===== config.mk =====
export PLATFORM = sky130hd
export DESIGN_NAME = multiset_store_with_sorted_dump
export DESIGN_NICKNAME = d
export VERILOG_FILES = /design/src/msd_pkg.sv /design/src/msd_front.sv /design/src/msd_back.sv /design/src/multiset_store_with_sorted_dump.sv
export SDC_FILE = /design/constraint.sdc
export NUM_CORES = 1
export LEC_CHECK = 0
export ABC_AREA = 1
export BUFFER_PORTS_ARGS = -buffer_cell sky130_fd_sc_hd__clkbuf_2
export CELL_PAD_IN_SITES_DETAIL_PLACEMENT = 0
export CELL_PAD_IN_SITES_GLOBAL_PLACEMENT = 1
export CORE_ASPECT_RATIO = 0.8
export CORE_MARGIN = 2
export CORE_UTILIZATION = 51
export DETAILED_ROUTE_END_ITERATION = 16
export PLACE_DENSITY = 0.91
export SLEW_MARGIN = 10
export SYNTH_ARGS = -nofsm -noshare
export SYNTH_HDL_FRONTEND = slang
export SYNTH_SLANG_ARGS = --single-unit

===== constraint.sdc =====
create_clock -name i_clk -period 4.2 [get_ports i_clk]
set_input_delay 0.42 -clock i_clk [delete_from_list [all_inputs] [get_ports i_clk]]
set_output_delay 0.42 -clock i_clk [all_outputs]
set_load 0.02 [all_outputs]

===== src/msd_pkg.sv =====
`timescale 1ns / 1ps
`default_nettype none
// ----------------------------------------------------------------------------
// msd_pkg: shared types and codes for the multiset store
// Operation codes, decoded operation type and the command word that passes
// from the front end to the back end.
// ----------------------------------------------------------------------------
package msd_pkg;

    localparam int DATA_W = 32;
    localparam int FUNC_W = 3;

    localparam logic [FUNC_W-1:0] FN_ADD    = 3'd0;
    localparam logic [FUNC_W-1:0] FN_DEL    = 3'd1;
    localparam logic [FUNC_W-1:0] FN_COUNT  = 3'd2;
    localparam logic [FUNC_W-1:0] FN_EXISTS = 3'd3;
    localparam logic [FUNC_W-1:0] FN_DUMP   = 3'd4;

    typedef enum logic [2:0] {
        OP_ADD,
        OP_DEL,
        OP_COUNT,
        OP_EXISTS,
        OP_DUMP,
        OP_NOP
    } t_op;

    typedef struct packed {
        t_op                      op;
        logic signed [DATA_W-1:0] operand;
    } t_cmd;

endpackage
`default_nettype wire


===== src/msd_front.sv =====
`timescale 1ns / 1ps
`default_nettype none
// ----------------------------------------------------------------------------
// msd_front: input decode and command queue
// Accepts input words, decodes the function code and holds up to two
// commands for the back end.
// ----------------------------------------------------------------------------
module msd_front (
    input  wire logic                        i_clk,
    input  wire logic                        i_rst_n,
    input  wire logic                        i_s_tvalid,
    output logic                             o_s_tready,
    input  wire logic [msd_pkg::DATA_W-1:0]  i_s_tdata,   // operand
    input  wire logic [msd_pkg::FUNC_W-1:0]  i_s_tuser,   // func
    output logic                             o_cmd_valid,
    output msd_pkg::t_cmd                    o_cmd,
    input  wire logic                        i_cmd_pop
);

    msd_pkg::t_cmd r_q [2];
    logic          r_wp;
    logic          r_rp;
    logic [1:0]    r_cnt;
    logic          push;
    msd_pkg::t_cmd dec;

    always_comb begin
        dec.operand = $signed(i_s_tdata);
        case (i_s_tuser)
            msd_pkg::FN_ADD:    dec.op = msd_pkg::OP_ADD;
            msd_pkg::FN_DEL:    dec.op = msd_pkg::OP_DEL;
            msd_pkg::FN_COUNT:  dec.op = msd_pkg::OP_COUNT;
            msd_pkg::FN_EXISTS: dec.op = msd_pkg::OP_EXISTS;
            msd_pkg::FN_DUMP:   dec.op = msd_pkg::OP_DUMP;
            default:            dec.op = msd_pkg::OP_NOP;
        endcase
    end

    assign o_s_tready  = (r_cnt != 2'd2);
    assign push        = i_s_tvalid && o_s_tready;
    assign o_cmd_valid = (r_cnt != 2'd0);
    assign o_cmd       = r_q[r_rp];

    always_ff @(posedge i_clk) begin
        if (!i_rst_n) begin
            r_wp  <= 1'b0;
            r_rp  <= 1'b0;
            r_cnt <= 2'd0;
        end else begin
            if (push) begin
                r_wp <= ~r_wp;
            end
            if (i_cmd_pop) begin
                r_rp <= ~r_rp;
            end
            r_cnt <= r_cnt + 2'(push) - 2'(i_cmd_pop);
        end
        if (push) begin
            r_q[r_wp] <= dec;
        end
    end

`ifndef SYNTH
    a_cnt_bound: assert property (@(posedge i_clk) disable iff (!i_rst_n)
        r_cnt <= 2'd2)
        else $error("queue overfilled");
    a_pop_nonempty: assert property (@(posedge i_clk) disable iff (!i_rst_n)
        i_cmd_pop |-> r_cnt != 2'd0)
        else $error("pop from empty queue");
    a_push_count: assert property (@(posedge i_clk) disable iff (!i_rst_n)
        (push && !i_cmd_pop) |=> r_cnt == $past(r_cnt) + 2'd1)
        else $error("queue count lost a push");
`endif

endmodule
`default_nettype wire


===== src/msd_back.sv =====
`timescale 1ns / 1ps
`default_nettype none
// ----------------------------------------------------------------------------
// msd_back: store engine
// Holds the entries in a single-port-read memory, walks it for lookups,
// delete compaction and selection-sort dumps, and drives the result register.
// ----------------------------------------------------------------------------
module msd_back #(
    parameter int CAPACITY = 16,
    parameter int CW       = $clog2(CAPACITY + 1),
    parameter int IW       = $clog2(CAPACITY)
) (
    input  wire logic                              i_clk,
    input  wire logic                              i_rst_n,
    input  wire logic                              i_cmd_valid,
    input  wire msd_pkg::t_cmd                     i_cmd,
    output logic                                   o_cmd_pop,
    input  wire logic                              i_m_tready,
    output logic                                   o_m_tvalid,
    output logic                                   o_ok,
    output logic [CW-1:0]                          o_match_count,
    output logic [CW-1:0]                          o_stored_count,
    output logic signed [msd_pkg::DATA_W-1:0]      o_dump_value,
    output logic                                   o_last
);

    typedef enum logic [1:0] {
        S_IDLE,
        S_SCAN,
        S_SHIFT,
        S_EMIT
    } t_state;

    logic signed [msd_pkg::DATA_W-1:0] r_mem [CAPACITY];
    logic signed [msd_pkg::DATA_W-1:0] r_rdata;
    logic                              mem_we;
    logic [IW-1:0]                     mem_waddr;
    logic signed [msd_pkg::DATA_W-1:0] mem_wdata;
    logic [IW-1:0]                     mem_raddr;

    t_state                            r_state,     n_state;
    logic [CW-1:0]                     r_fill,      n_fill;
    logic [CW-1:0]                     r_idx,       n_idx;
    logic                              r_cv,        n_cv;
    logic [CW-1:0]                     r_cidx,      n_cidx;
    logic [CW-1:0]                     r_cnt,       n_cnt;
    logic [CW-1:0]                     r_outn,      n_outn;
    logic                              r_have_best, n_have_best;
    logic signed [msd_pkg::DATA_W-1:0] r_best,      n_best;
    logic [CW-1:0]                     r_best_idx,  n_best_idx;
    logic                              r_have_prev, n_have_prev;
    logic signed [msd_pkg::DATA_W-1:0] r_prev,      n_prev;
    logic [CW-1:0]                     r_prev_idx,  n_prev_idx;
    logic                              r_res_ok,    n_res_ok;
    logic [CW-1:0]                     r_res_cnt,   n_res_cnt;
    logic signed [msd_pkg::DATA_W-1:0] r_res_val,   n_res_val;
    logic                              r_res_last,  n_res_last;
    logic                              r_ovalid,    n_ovalid;
    logic                              r_o_ok;
    logic [CW-1:0]                     r_o_mcnt;
    logic [CW-1:0]                     r_o_stored;
    logic signed [msd_pkg::DATA_W-1:0] r_o_val;
    logic                              r_o_last;

    logic          can_emit;
    logic          load_out;
    logic          issue;
    logic          eq;
    logic          after_prev;
    logic          better;
    logic          done;
    logic [CW-1:0] cidx_m1;

    assign can_emit   = !r_ovalid || i_m_tready;
    assign issue      = (r_idx < r_fill);
    assign eq         = (r_rdata == i_cmd.operand);
    assign done       = !issue && !r_cv;
    assign cidx_m1    = r_cidx - CW'(1);
    assign after_prev = !r_have_prev || (r_rdata > r_prev) ||
                        ((r_rdata == r_prev) && (r_cidx > r_prev_idx));
    assign better     = after_prev && (!r_have_best || (r_rdata < r_best));

    always_comb begin
        n_state     = r_state;
        n_fill      = r_fill;
        n_idx       = r_idx;
        n_cv        = r_cv;
        n_cidx      = r_cidx;
        n_cnt       = r_cnt;
        n_outn      = r_outn;
        n_have_best = r_have_best;
        n_best      = r_best;
        n_best_idx  = r_best_idx;
        n_have_prev = r_have_prev;
        n_prev      = r_prev;
        n_prev_idx  = r_prev_idx;
        n_res_ok    = r_res_ok;
        n_res_cnt   = r_res_cnt;
        n_res_val   = r_res_val;
        n_res_last  = r_res_last;
        n_ovalid    = r_ovalid && !i_m_tready;
        load_out    = 1'b0;
        o_cmd_pop   = 1'b0;
        mem_we      = 1'b0;
        mem_waddr   = r_fill[IW-1:0];
        mem_wdata   = i_cmd.operand;
        mem_raddr   = r_idx[IW-1:0];

        case (r_state)
            S_IDLE: begin
                if (i_cmd_valid) begin
                    n_res_ok    = 1'b0;
                    n_res_cnt   = '0;
                    n_res_val   = '0;
                    n_res_last  = 1'b1;
                    n_idx       = '0;
                    n_cv        = 1'b0;
                    n_cnt       = '0;
                    n_outn      = '0;
                    n_have_best = 1'b0;
                    n_have_prev = 1'b0;
                    case (i_cmd.op)
                        msd_pkg::OP_ADD: begin
                            if (r_fill < CW'(CAPACITY)) begin
                                mem_we   = 1'b1;
                                n_fill   = r_fill + CW'(1);
                                n_res_ok = 1'b1;
                            end
                            n_state = S_EMIT;
                        end
                        msd_pkg::OP_DEL, msd_pkg::OP_COUNT, msd_pkg::OP_EXISTS: begin
                            n_state = S_SCAN;
                        end
                        msd_pkg::OP_DUMP: begin
                            n_state = (r_fill == '0) ? S_EMIT : S_SCAN;
                        end
                        default: begin
                            n_state = S_EMIT;
                        end
                    endcase
                end
            end
            S_SCAN: begin
                n_idx  = r_idx + CW'(issue);
                n_cv   = issue;
                n_cidx = r_idx;
                if (i_cmd.op == msd_pkg::OP_DEL && r_cv && eq) begin
                    n_idx   = r_cidx + CW'(1);
                    n_cv    = 1'b0;
                    n_state = S_SHIFT;
                end else if (done) begin
                    n_state = S_EMIT;
                    case (i_cmd.op)
                        msd_pkg::OP_COUNT:  n_res_cnt = r_cnt;
                        msd_pkg::OP_EXISTS: n_res_ok  = (r_cnt != '0);
                        msd_pkg::OP_DUMP: begin
                            n_res_ok   = 1'b1;
                            n_res_val  = r_best;
                            n_res_last = ((r_outn + CW'(1)) == r_fill);
                        end
                        default:            n_res_ok  = 1'b0;
                    endcase
                end else if (r_cv) begin
                    n_cnt = r_cnt + CW'(eq);
                    if (better) begin
                        n_have_best = 1'b1;
                        n_best      = r_rdata;
                        n_best_idx  = r_cidx;
                    end
                end
            end
            S_SHIFT: begin
                n_idx  = r_idx + CW'(issue);
                n_cv   = issue;
                n_cidx = r_idx;
                if (r_cv) begin
                    mem_we    = 1'b1;
                    mem_waddr = cidx_m1[IW-1:0];
                    mem_wdata = r_rdata;
                end
                if (done) begin
                    n_fill   = r_fill - CW'(1);
                    n_res_ok = 1'b1;
                    n_state  = S_EMIT;
                end
            end
            S_EMIT: begin
                if (can_emit) begin
                    n_ovalid = 1'b1;
                    load_out = 1'b1;
                    if (i_cmd.op == msd_pkg::OP_DUMP && !r_res_last) begin
                        n_outn      = r_outn + CW'(1);
                        n_prev      = r_best;
                        n_prev_idx  = r_best_idx;
                        n_have_prev = 1'b1;
                        n_have_best = 1'b0;
                        n_idx       = '0;
                        n_cv        = 1'b0;
                        n_state     = S_SCAN;
                    end else begin
                        o_cmd_pop = 1'b1;
                        n_state   = S_IDLE;
                    end
                end
            end
            default: begin
                n_state = S_IDLE;
            end
        endcase
    end

    always_ff @(posedge i_clk) begin
        if (mem_we) begin
            r_mem[mem_waddr] <= mem_wdata;
        end
        r_rdata <= r_mem[mem_raddr];
    end

    always_ff @(posedge i_clk) begin
        if (!i_rst_n) begin
            r_state     <= S_IDLE;
            r_fill      <= '0;
            r_idx       <= '0;
            r_cv        <= 1'b0;
            r_have_best <= 1'b0;
            r_have_prev <= 1'b0;
            r_ovalid    <= 1'b0;
        end else begin
            r_state     <= n_state;
            r_fill      <= n_fill;
            r_idx       <= n_idx;
            r_cv        <= n_cv;
            r_have_best <= n_have_best;
            r_have_prev <= n_have_prev;
            r_ovalid    <= n_ovalid;
        end
        r_cidx     <= n_cidx;
        r_cnt      <= n_cnt;
        r_outn     <= n_outn;
        r_best     <= n_best;
        r_best_idx <= n_best_idx;
        r_prev     <= n_prev;
        r_prev_idx <= n_prev_idx;
        r_res_ok   <= n_res_ok;
        r_res_cnt  <= n_res_cnt;
        r_res_val  <= n_res_val;
        r_res_last <= n_res_last;
        if (load_out) begin
            r_o_ok     <= r_res_ok;
            r_o_mcnt   <= r_res_cnt;
            r_o_stored <= r_fill;
            r_o_val    <= r_res_val;
            r_o_last   <= r_res_last;
        end
    end

    assign o_m_tvalid     = r_ovalid;
    assign o_ok           = r_o_ok;
    assign o_match_count  = r_o_mcnt;
    assign o_stored_count = r_o_stored;
    assign o_dump_value   = r_o_val;
    assign o_last         = r_o_last;

`ifndef SYNTH
    a_fill_bound: assert property (@(posedge i_clk) disable iff (!i_rst_n)
        r_fill <= CW'(CAPACITY))
        else $error("fill level above capacity");
    a_fill_source: assert property (@(posedge i_clk) disable iff (!i_rst_n)
        (r_fill != $past(r_fill)) |->
            (($past(r_state) == S_IDLE && $past(i_cmd.op) == msd_pkg::OP_ADD) ||
             $past(r_state) == S_SHIFT))
        else $error("fill level changed outside add or delete");
    a_scan_bound: assert property (@(posedge i_clk) disable iff (!i_rst_n)
        (r_state == S_SCAN || r_state == S_SHIFT) |-> r_idx <= r_fill)
        else $error("walk pointer beyond stored entries");
    a_pop_with_cmd: assert property (@(posedge i_clk) disable iff (!i_rst_n)
        o_cmd_pop |-> (i_cmd_valid && r_state == S_EMIT))
        else $error("command retired without one pending");
`endif

endmodule
`default_nettype wire


===== src/multiset_store_with_sorted_dump.sv =====
`timescale 1ns / 1ps
`default_nettype none
// Add, unused codes and an empty dump go straight to the result register; count, exists
// and delete walk the stored entries first, and a found delete shifts the later entries down.
// Dump: each result is a full pass over the store through the single read port of the
// entry memory.
// The engine takes the next queued word the cycle after it retires one; the queue holds
// the running command and one more. Reset empties store and queue; memory is not cleared.
// ----------------------------------------------------------------------------
// multiset_store_with_sorted_dump: bounded multiset with sorted readout
// Streaming front end and queue feeding a memory-walking store engine.
// ----------------------------------------------------------------------------
module multiset_store_with_sorted_dump #(
    parameter int CAPACITY = 16
) (
    input  wire logic                          i_clk,
    input  wire logic                          i_rst_n,
    input  wire logic                          s_tvalid,
    output logic                               s_tready,
    input  wire logic [31:0]                   s_tdata,   // operand
    input  wire logic [2:0]                    s_tuser,   // func
    output logic                               m_tvalid,
    input  wire logic                          m_tready,
    output logic [((2*$clog2(CAPACITY+1)+32+7)/8)*8-1:0] m_tdata,
    // match_count, stored_count, dump_value
    output logic                               m_tuser,   // ok
    output logic                               m_tlast
);

    localparam int CW    = $clog2(CAPACITY + 1);
    localparam int IW    = $clog2(CAPACITY);
    localparam int OUT_W = ((2 * CW + msd_pkg::DATA_W + 7) / 8) * 8;

    logic                              cmd_valid;
    msd_pkg::t_cmd                     cmd;
    logic                              cmd_pop;
    logic [CW-1:0]                     match_count;
    logic [CW-1:0]                     stored_count;
    logic signed [msd_pkg::DATA_W-1:0] dump_value;

    msd_front u_front (
        .i_clk       (i_clk),
        .i_rst_n     (i_rst_n),
        .i_s_tvalid  (s_tvalid),
        .o_s_tready  (s_tready),
        .i_s_tdata   (s_tdata),
        .i_s_tuser   (s_tuser),
        .o_cmd_valid (cmd_valid),
        .o_cmd       (cmd),
        .i_cmd_pop   (cmd_pop)
    );

    msd_back #(
        .CAPACITY (CAPACITY),
        .CW       (CW),
        .IW       (IW)
    ) u_back (
        .i_clk          (i_clk),
        .i_rst_n        (i_rst_n),
        .i_cmd_valid    (cmd_valid),
        .i_cmd          (cmd),
        .o_cmd_pop      (cmd_pop),
        .i_m_tready     (m_tready),
        .o_m_tvalid     (m_tvalid),
        .o_ok           (m_tuser),
        .o_match_count  (match_count),
        .o_stored_count (stored_count),
        .o_dump_value   (dump_value),
        .o_last         (m_tlast)
    );

    assign m_tdata = OUT_W'({dump_value, stored_count, match_count});

endmodule
`default_nettype wire

### Word level (Yosys, flattened, before mapping)

Memory sizes are Yosys's and may differ from the RTL's. A register that Yosys moved wholly into a read port is not among the register bits.
Cells that the tools add are included.

| cells by class | value |
|---|---|
| add/sub/neg operators | 9 |
| $mul | 0 |
| divide/modulo/power cells | 0 |
| order comparisons | 5 |
| equality and inequality tests | 29 |
| shift operators | 0 |
| multiplexer cells | 81 |
| bitwise logic cells | 4 |
| reduce and logical (&&, ||, !) cells | 43 |

Operator list:

| operator | number |
|---|---|
| $mux W32 | 6 |
| $mux W5 | 16 |
| $eq A32 B32 Y1 | 2 |
| $pmux W32 S2 | 1 |
| $pmux W5 S2 | 4 |
| $mux W1 | 36 |
| $gt A32 B32 Y1 | 1 |
| $lt A32 B32 Y1 | 1 |
| $reduce_and A5 Y1 | 5 |
| $pmux W5 S4 | 1 |
| $ne A2 B1 Y1 const B | 8 |
| $add A5 B1 Y5 const B | 3 |
| $pmux W3 S5 | 1 |
| $ne A2 B2 Y1 const B | 7 |
| $eq A3 B2 Y1 const B | 4 |
| $add A5 B1 Y5 | 2 |
| $mux W2 | 5 |
| $pmux W1 S3 | 3 |
| $logic_and A1 B1 Y1 | 8 |
| $mux W4 | 2 |
| $pmux W2 S4 | 1 |
| $reduce_and A8 Y1 | 1 |
| $reduce_bool A2 Y1 | 4 |
| $logic_not A1 Y1 | 7 |
| other kinds (28) | 42 |

| storage, ports and cells | value |
|---|---|
| bits in registers | 192 |
| latch bits | 0 |
| memory bits (writable) | 582 |
| bits in read-only memories | 0 |
| input port bits | 39 |
| output and inout bits | 52 |
| logic and storage cells | 199 |
| memories | 2 |

Memory list:

| name | depth | width | rd ports | clocked after memory_dff | write ports | RTL line | source |
|---|---|---|---|---|---|---|---|
| u_back.r_mem | 16 | 32 | 1 | 1 | 1 | msd_back.sv:34 | `logic signed [msd_pkg::DATA_W-1:0] r_mem [CAPACITY];` |
| u_front.r_q | 2 | 35 | 1 | 1 | 1 | msd_front.sv:20 | `msd_pkg::t_cmd r_q [2];` |

### Logic depth before layout (Yosys ltp)

| depth | value |
|---|---|
| word-level depth | 9 |
| mapped depth | 17 |
| depth with buffers taken out | 16 |

### Modules after synthesis

Synthesis repeated with hierarchy kept, for this count alone.

| second synthesis, totals | value |
|---|---|
| cells, all modules | 2438 |
| area total of the unflattened synthesis | 33261.9 um2 |

Modules (own cells, without submodules):

| module | times used | cells an instance | area an instance (um2) |
|---|---|---|---|
| msd_back | 1 | 2285 | 30292.8 |
| msd_front | 1 | 146 | 2920.3 |
| multiset_store_with_sorted_dump | 1 | 7 | 48.8 |

### Worst setup path before layout

Ideal clock, no wire load.

| timing path | value |
|---|---|
| path kind | register -> register |
| from | register u_back.r_prev[31] (netlist bit) |
| to | register u_back.r_best[0] (netlist bit) (enable) |
| setup time | 0.432 ns |
| data arrival time | 3.146 ns |
| required time | 3.768 ns |
| setup slack | 0.622 ns |
| cell stages (with the launch flop) | 12 |
| buffers on the path | 0 |
| period minus slack after synthesis | 3.578 ns |
| cells stage by stage | edfxtp_1 inv_1 ha_1 nand2_1 nor2_1 nand2_1 nor4_1 nand3_1 o21a_1 nand2_1 nand2_1 nor2_1 |

| between the ends | value |
|---|---|
| word-level cells in the longest chain between the ends | 5 |

RTL lines:

| item | RTL line | source |
|---|---|---|
| start: declaration | msd_back.sv:52 | `logic signed [msd_pkg::DATA_W-1:0] r_prev, n_prev;` |
| start signal: assignment | msd_back.sv:242 | `r_prev <= n_prev;` |
| $gt A32 B32 Y1 or $eq A32 B32 Y1 (tied branches) | msd_back.sv:79, msd_back.sv:80 |  |
| $logic_or A1 B1 Y1 or $logic_and A1 B1 Y1 (tied branches) | msd_back.sv:79, msd_back.sv:80 |  |
| $logic_or A1 B1 Y1 (*) | msd_back.sv:79 | `assign after_prev = !r_have_prev \|\| (r_rdata > r_prev) \|\|` |
| $logic_and A1 B1 Y1 (*) | msd_back.sv:81 | `assign better = after_prev && (!r_have_best \|\| (r_rdata < r_best));` |
| $reduce_and A5 Y1 (no source line) (*) | - |  |
| end signal: assignment | msd_back.sv:240 | `r_best <= n_best;` |
| end: declaration | msd_back.sv:49 | `logic signed [msd_pkg::DATA_W-1:0] r_best, n_best;` |

Mark *: on every way between the ends. The rest lies on a longest branch, timed or not.
A chain may end at the register's enable or synchronous reset.

==> run metrics <==
status finished, final reports clean; Fin Setup TNS 0 ns; CP dominant cell by count nand2_1; Synth Cell Area 0.0340 mm^2; number of enable flip-flop cells after synthesis around 750; total power 20.6 mW; Placed Cells 3632; drt drc 0; crit end category flip-flop; Layout Nets about 3.0k; Skew-Pair Late Insertion Delay 0.63 ns; GRT Util Overall around 23%; Most used DFF post-synth edfxtp_1; max-cap violation count 0; slowest CP cell nor2_4; CP Buf/Inv Count 2; DR iter-0 viols approximately 2.4k; critical path depth 11; CP max FO 39; DRT Pass-1 Iters 6; min Tclk post-route 3.18 ns; Syn Inst Count around 2.7k; Die Footprint slightly below 0.07 mm^2; Max-slew headroom between 15 and 20%; GPL Wtd Cong 0.895; sequential share of the synthesized area 69.7%; antenna cells 0; routed vias/inst 5.66; Rows between 80 and 90; Peak VDD IR ~0.29 mV; Setup CP Type reg -> reg; largest net degree at the start of global routing 150; CP Launch Type flip-flop; die width a little under 300 um; filler cell count around 5k; CTS clk-pin slew, worst paths approximately 0.060 ns; Hold Path Class in -> reg; max-slew violation count 0; placed wire-length estimate 49300 um; YS warnings 0; Overflow after GRT 0; initial antenna violation count 3; pwr/cell area between 500 and 600 mW/mm^2; synth unique cells 43; hold depth 1; Vias 21.4k; crit path DAT 3.51 ns; FMAX 314 MHz; Area Overhead vs Synth 13.7%; asr flop ratio synth 0%; IO Port Bufs 84; WL/cell 20.8 um; number of global-route vias before repair about 21k; Layout Cells excl Fill 3788; root buffer cell clkbuf_16; Layout Skew approximately 0.024 ns; CTS Buf Count 80; layout cells sized above 1 11.4%; period utilization between 70 and 80%; static leakage between 10 and 15 nW; core region area 0.0659 mm^2; post-synthesis register bit count a little over 800; CP required about 4.5 ns; area leader, netlist edfxtp_1; final WL about 79000 um; Slew @ Worst Pin 1.24 ns; Synth area leaders edfxtp_1 67%, nand2_1 4.7%, mux2i_1 3.8%, inv_1 3.7%, ha_1 3.2%; unrepaired setup endpoints after global routing no; CP delay by family, top simple AND/OR/NAND/NOR gates; Syn Area/Cell ~12 um^2; cts repair resizes 0; r2r worst-path depth 11; initial core utilization 51.6%; ANT nets after route 0; CTS tree yes; final hold violations 0; CP peak stage delay 0.60 ns; endpoints failing setup 0; Synth top area share between 60% and 70%; num ports a little over 90; CP Cell Sequence buf_4 -> nand2_1 -> nand2_1 -> nor2_2 -> nand2_1 -> nor2_1 -> nand3_1 -> nand2_1 -> nand3_1 -> nor2_4 -> buf_4; # H-tree levels 3; Die Y between 200 and 250 um; deepest clock path buffer count 3; first-pass GRT wire length about 120000 um; clk sinks 807
==> cell usage after synthesis (53+ instances only) <==
master and count:
ha_1 88, nand2_1 425, a21oi_1 188, o211ai_1 130, clkbuf_1 82, nor2_1 79, mux2i_1 128, dfxtp_1 53
inv_1 339, nand3_1 129, o21ai_0 209, edfxtp_1 754
==> registers in the layout (all words and copies together), names as in the netlist, 2 cells and up, named ones only <==
signal                 flops
u_back.r_mem             512
u_front.r_q               70
u_back.o_dump_value       32
u_back.r_best             32
u_back.r_prev             32
u_back.r_rdata            32
u_back.r_res_val          32
u_back.o_match_count       5
u_back.o_stored_count      5
u_back.r_best_idx          5
u_back.r_cidx              5
u_back.r_cnt               5
u_back.r_fill              5
u_back.r_idx               5
u_back.r_outn              5
u_back.r_prev_idx          5
u_back.r_res_cnt           5
u_back.r_state             2
u_front.r_cnt              2
==> per-layer routing <==
layer	up-vias	track usage (%)	wire [um]
met5	-	0	0
met3	125	4.35	7330
li1	9951	-	-
met2	978	36.0	36700
met1	10400	32.4	33300
met4	0	6.12	1540
==> area by class of cell <==
type / count / area (um^2) / share of cell area [%]
clock buffers: 98 / 2170 / 5.61
clock inverters: 49 / 512 / 1.32
inverters: 348 / 1310 / 3.38
multi-input cells: 1462 / 8690 / 22.4
flip-flops and latches: 807 / 23700 / 61.3
well taps: 860 / 1080 / 2.78
repair buffers: 164 / 1230 / 3.18
==> what timing repair did <==
item,in CTS,in global routing
setup buffers,0,0
endpoints found under the hold margin,16,0
hold buffers,8,0
==> worst register-to-register path, delay by kind of cell (launching register included) <==
kind                   cells  cell delay, ns
buffers and inverters      2            0.58
DFF                        1            0.31
and+or+nand+nor            9            1.99
==> final timing paths <==
check | start | end | slack, ns
setup reg to reg | flip-flop | u_back.r_mem[4][16] | 1.02
setup / recovery | flip-flop | u_back.r_mem[4][16] | 1.02
hold / removal | s_tdata[19] | u_front.r_q[0][19] | 0.01
hold reg to reg | u_back.r_res_val[13] | u_back.o_dump_value[13] | 0.42
==> stage by stage <==
step	instance area [um^2]	util (%)	hold slack (ns)	worst slack [ns]
after CTS	38700	58.7	0.0000219	1.01
final	38700	58.7	0.0136	1.02
after detailed placement	35900	54.5	0.405	1.03
after global placement	35900	54.5	0.402	1.07
after floorplan	34000	-	0.400	0.622
after global routing	38700	58.7	0.000552	0.743
==> cells by family (layout without fill, tap and decap cells) <==
group	count (synthesis)	after routing	synth area share (%)
buffers and inverters	470	659	5.40
DFF	807	807	69.7
muxes	128	128	3.77
adders and majority gates	89	89	3.30
xor gates and xnor gates	17	17	0.438
and+or+nand+nor	676	676	8.31
AOI/OAI and AO/OA	546	546	9.11
other	1	6	0.0110
==> layout by cell type, fill, tap and decap left out, drive strengths merged, types with 15 or more instances in the layout <==
cell type    n
a21oi      188
buf         72
clkbuf     182
clkinv      34
dfxtp       53
edfxtp     754
ha          88
inv        349
mux2i      128
nand2      425
nand3      130
nand4       15
nor2        84
o211ai     130
o21ai      212
==> where the power goes <==
part,internal [mW],switching [mW]
Combinational,0.882,2.24
Clock,4.20,3.01
Sequential,9.91,0.336
Power figures use the tool's default switching activity.
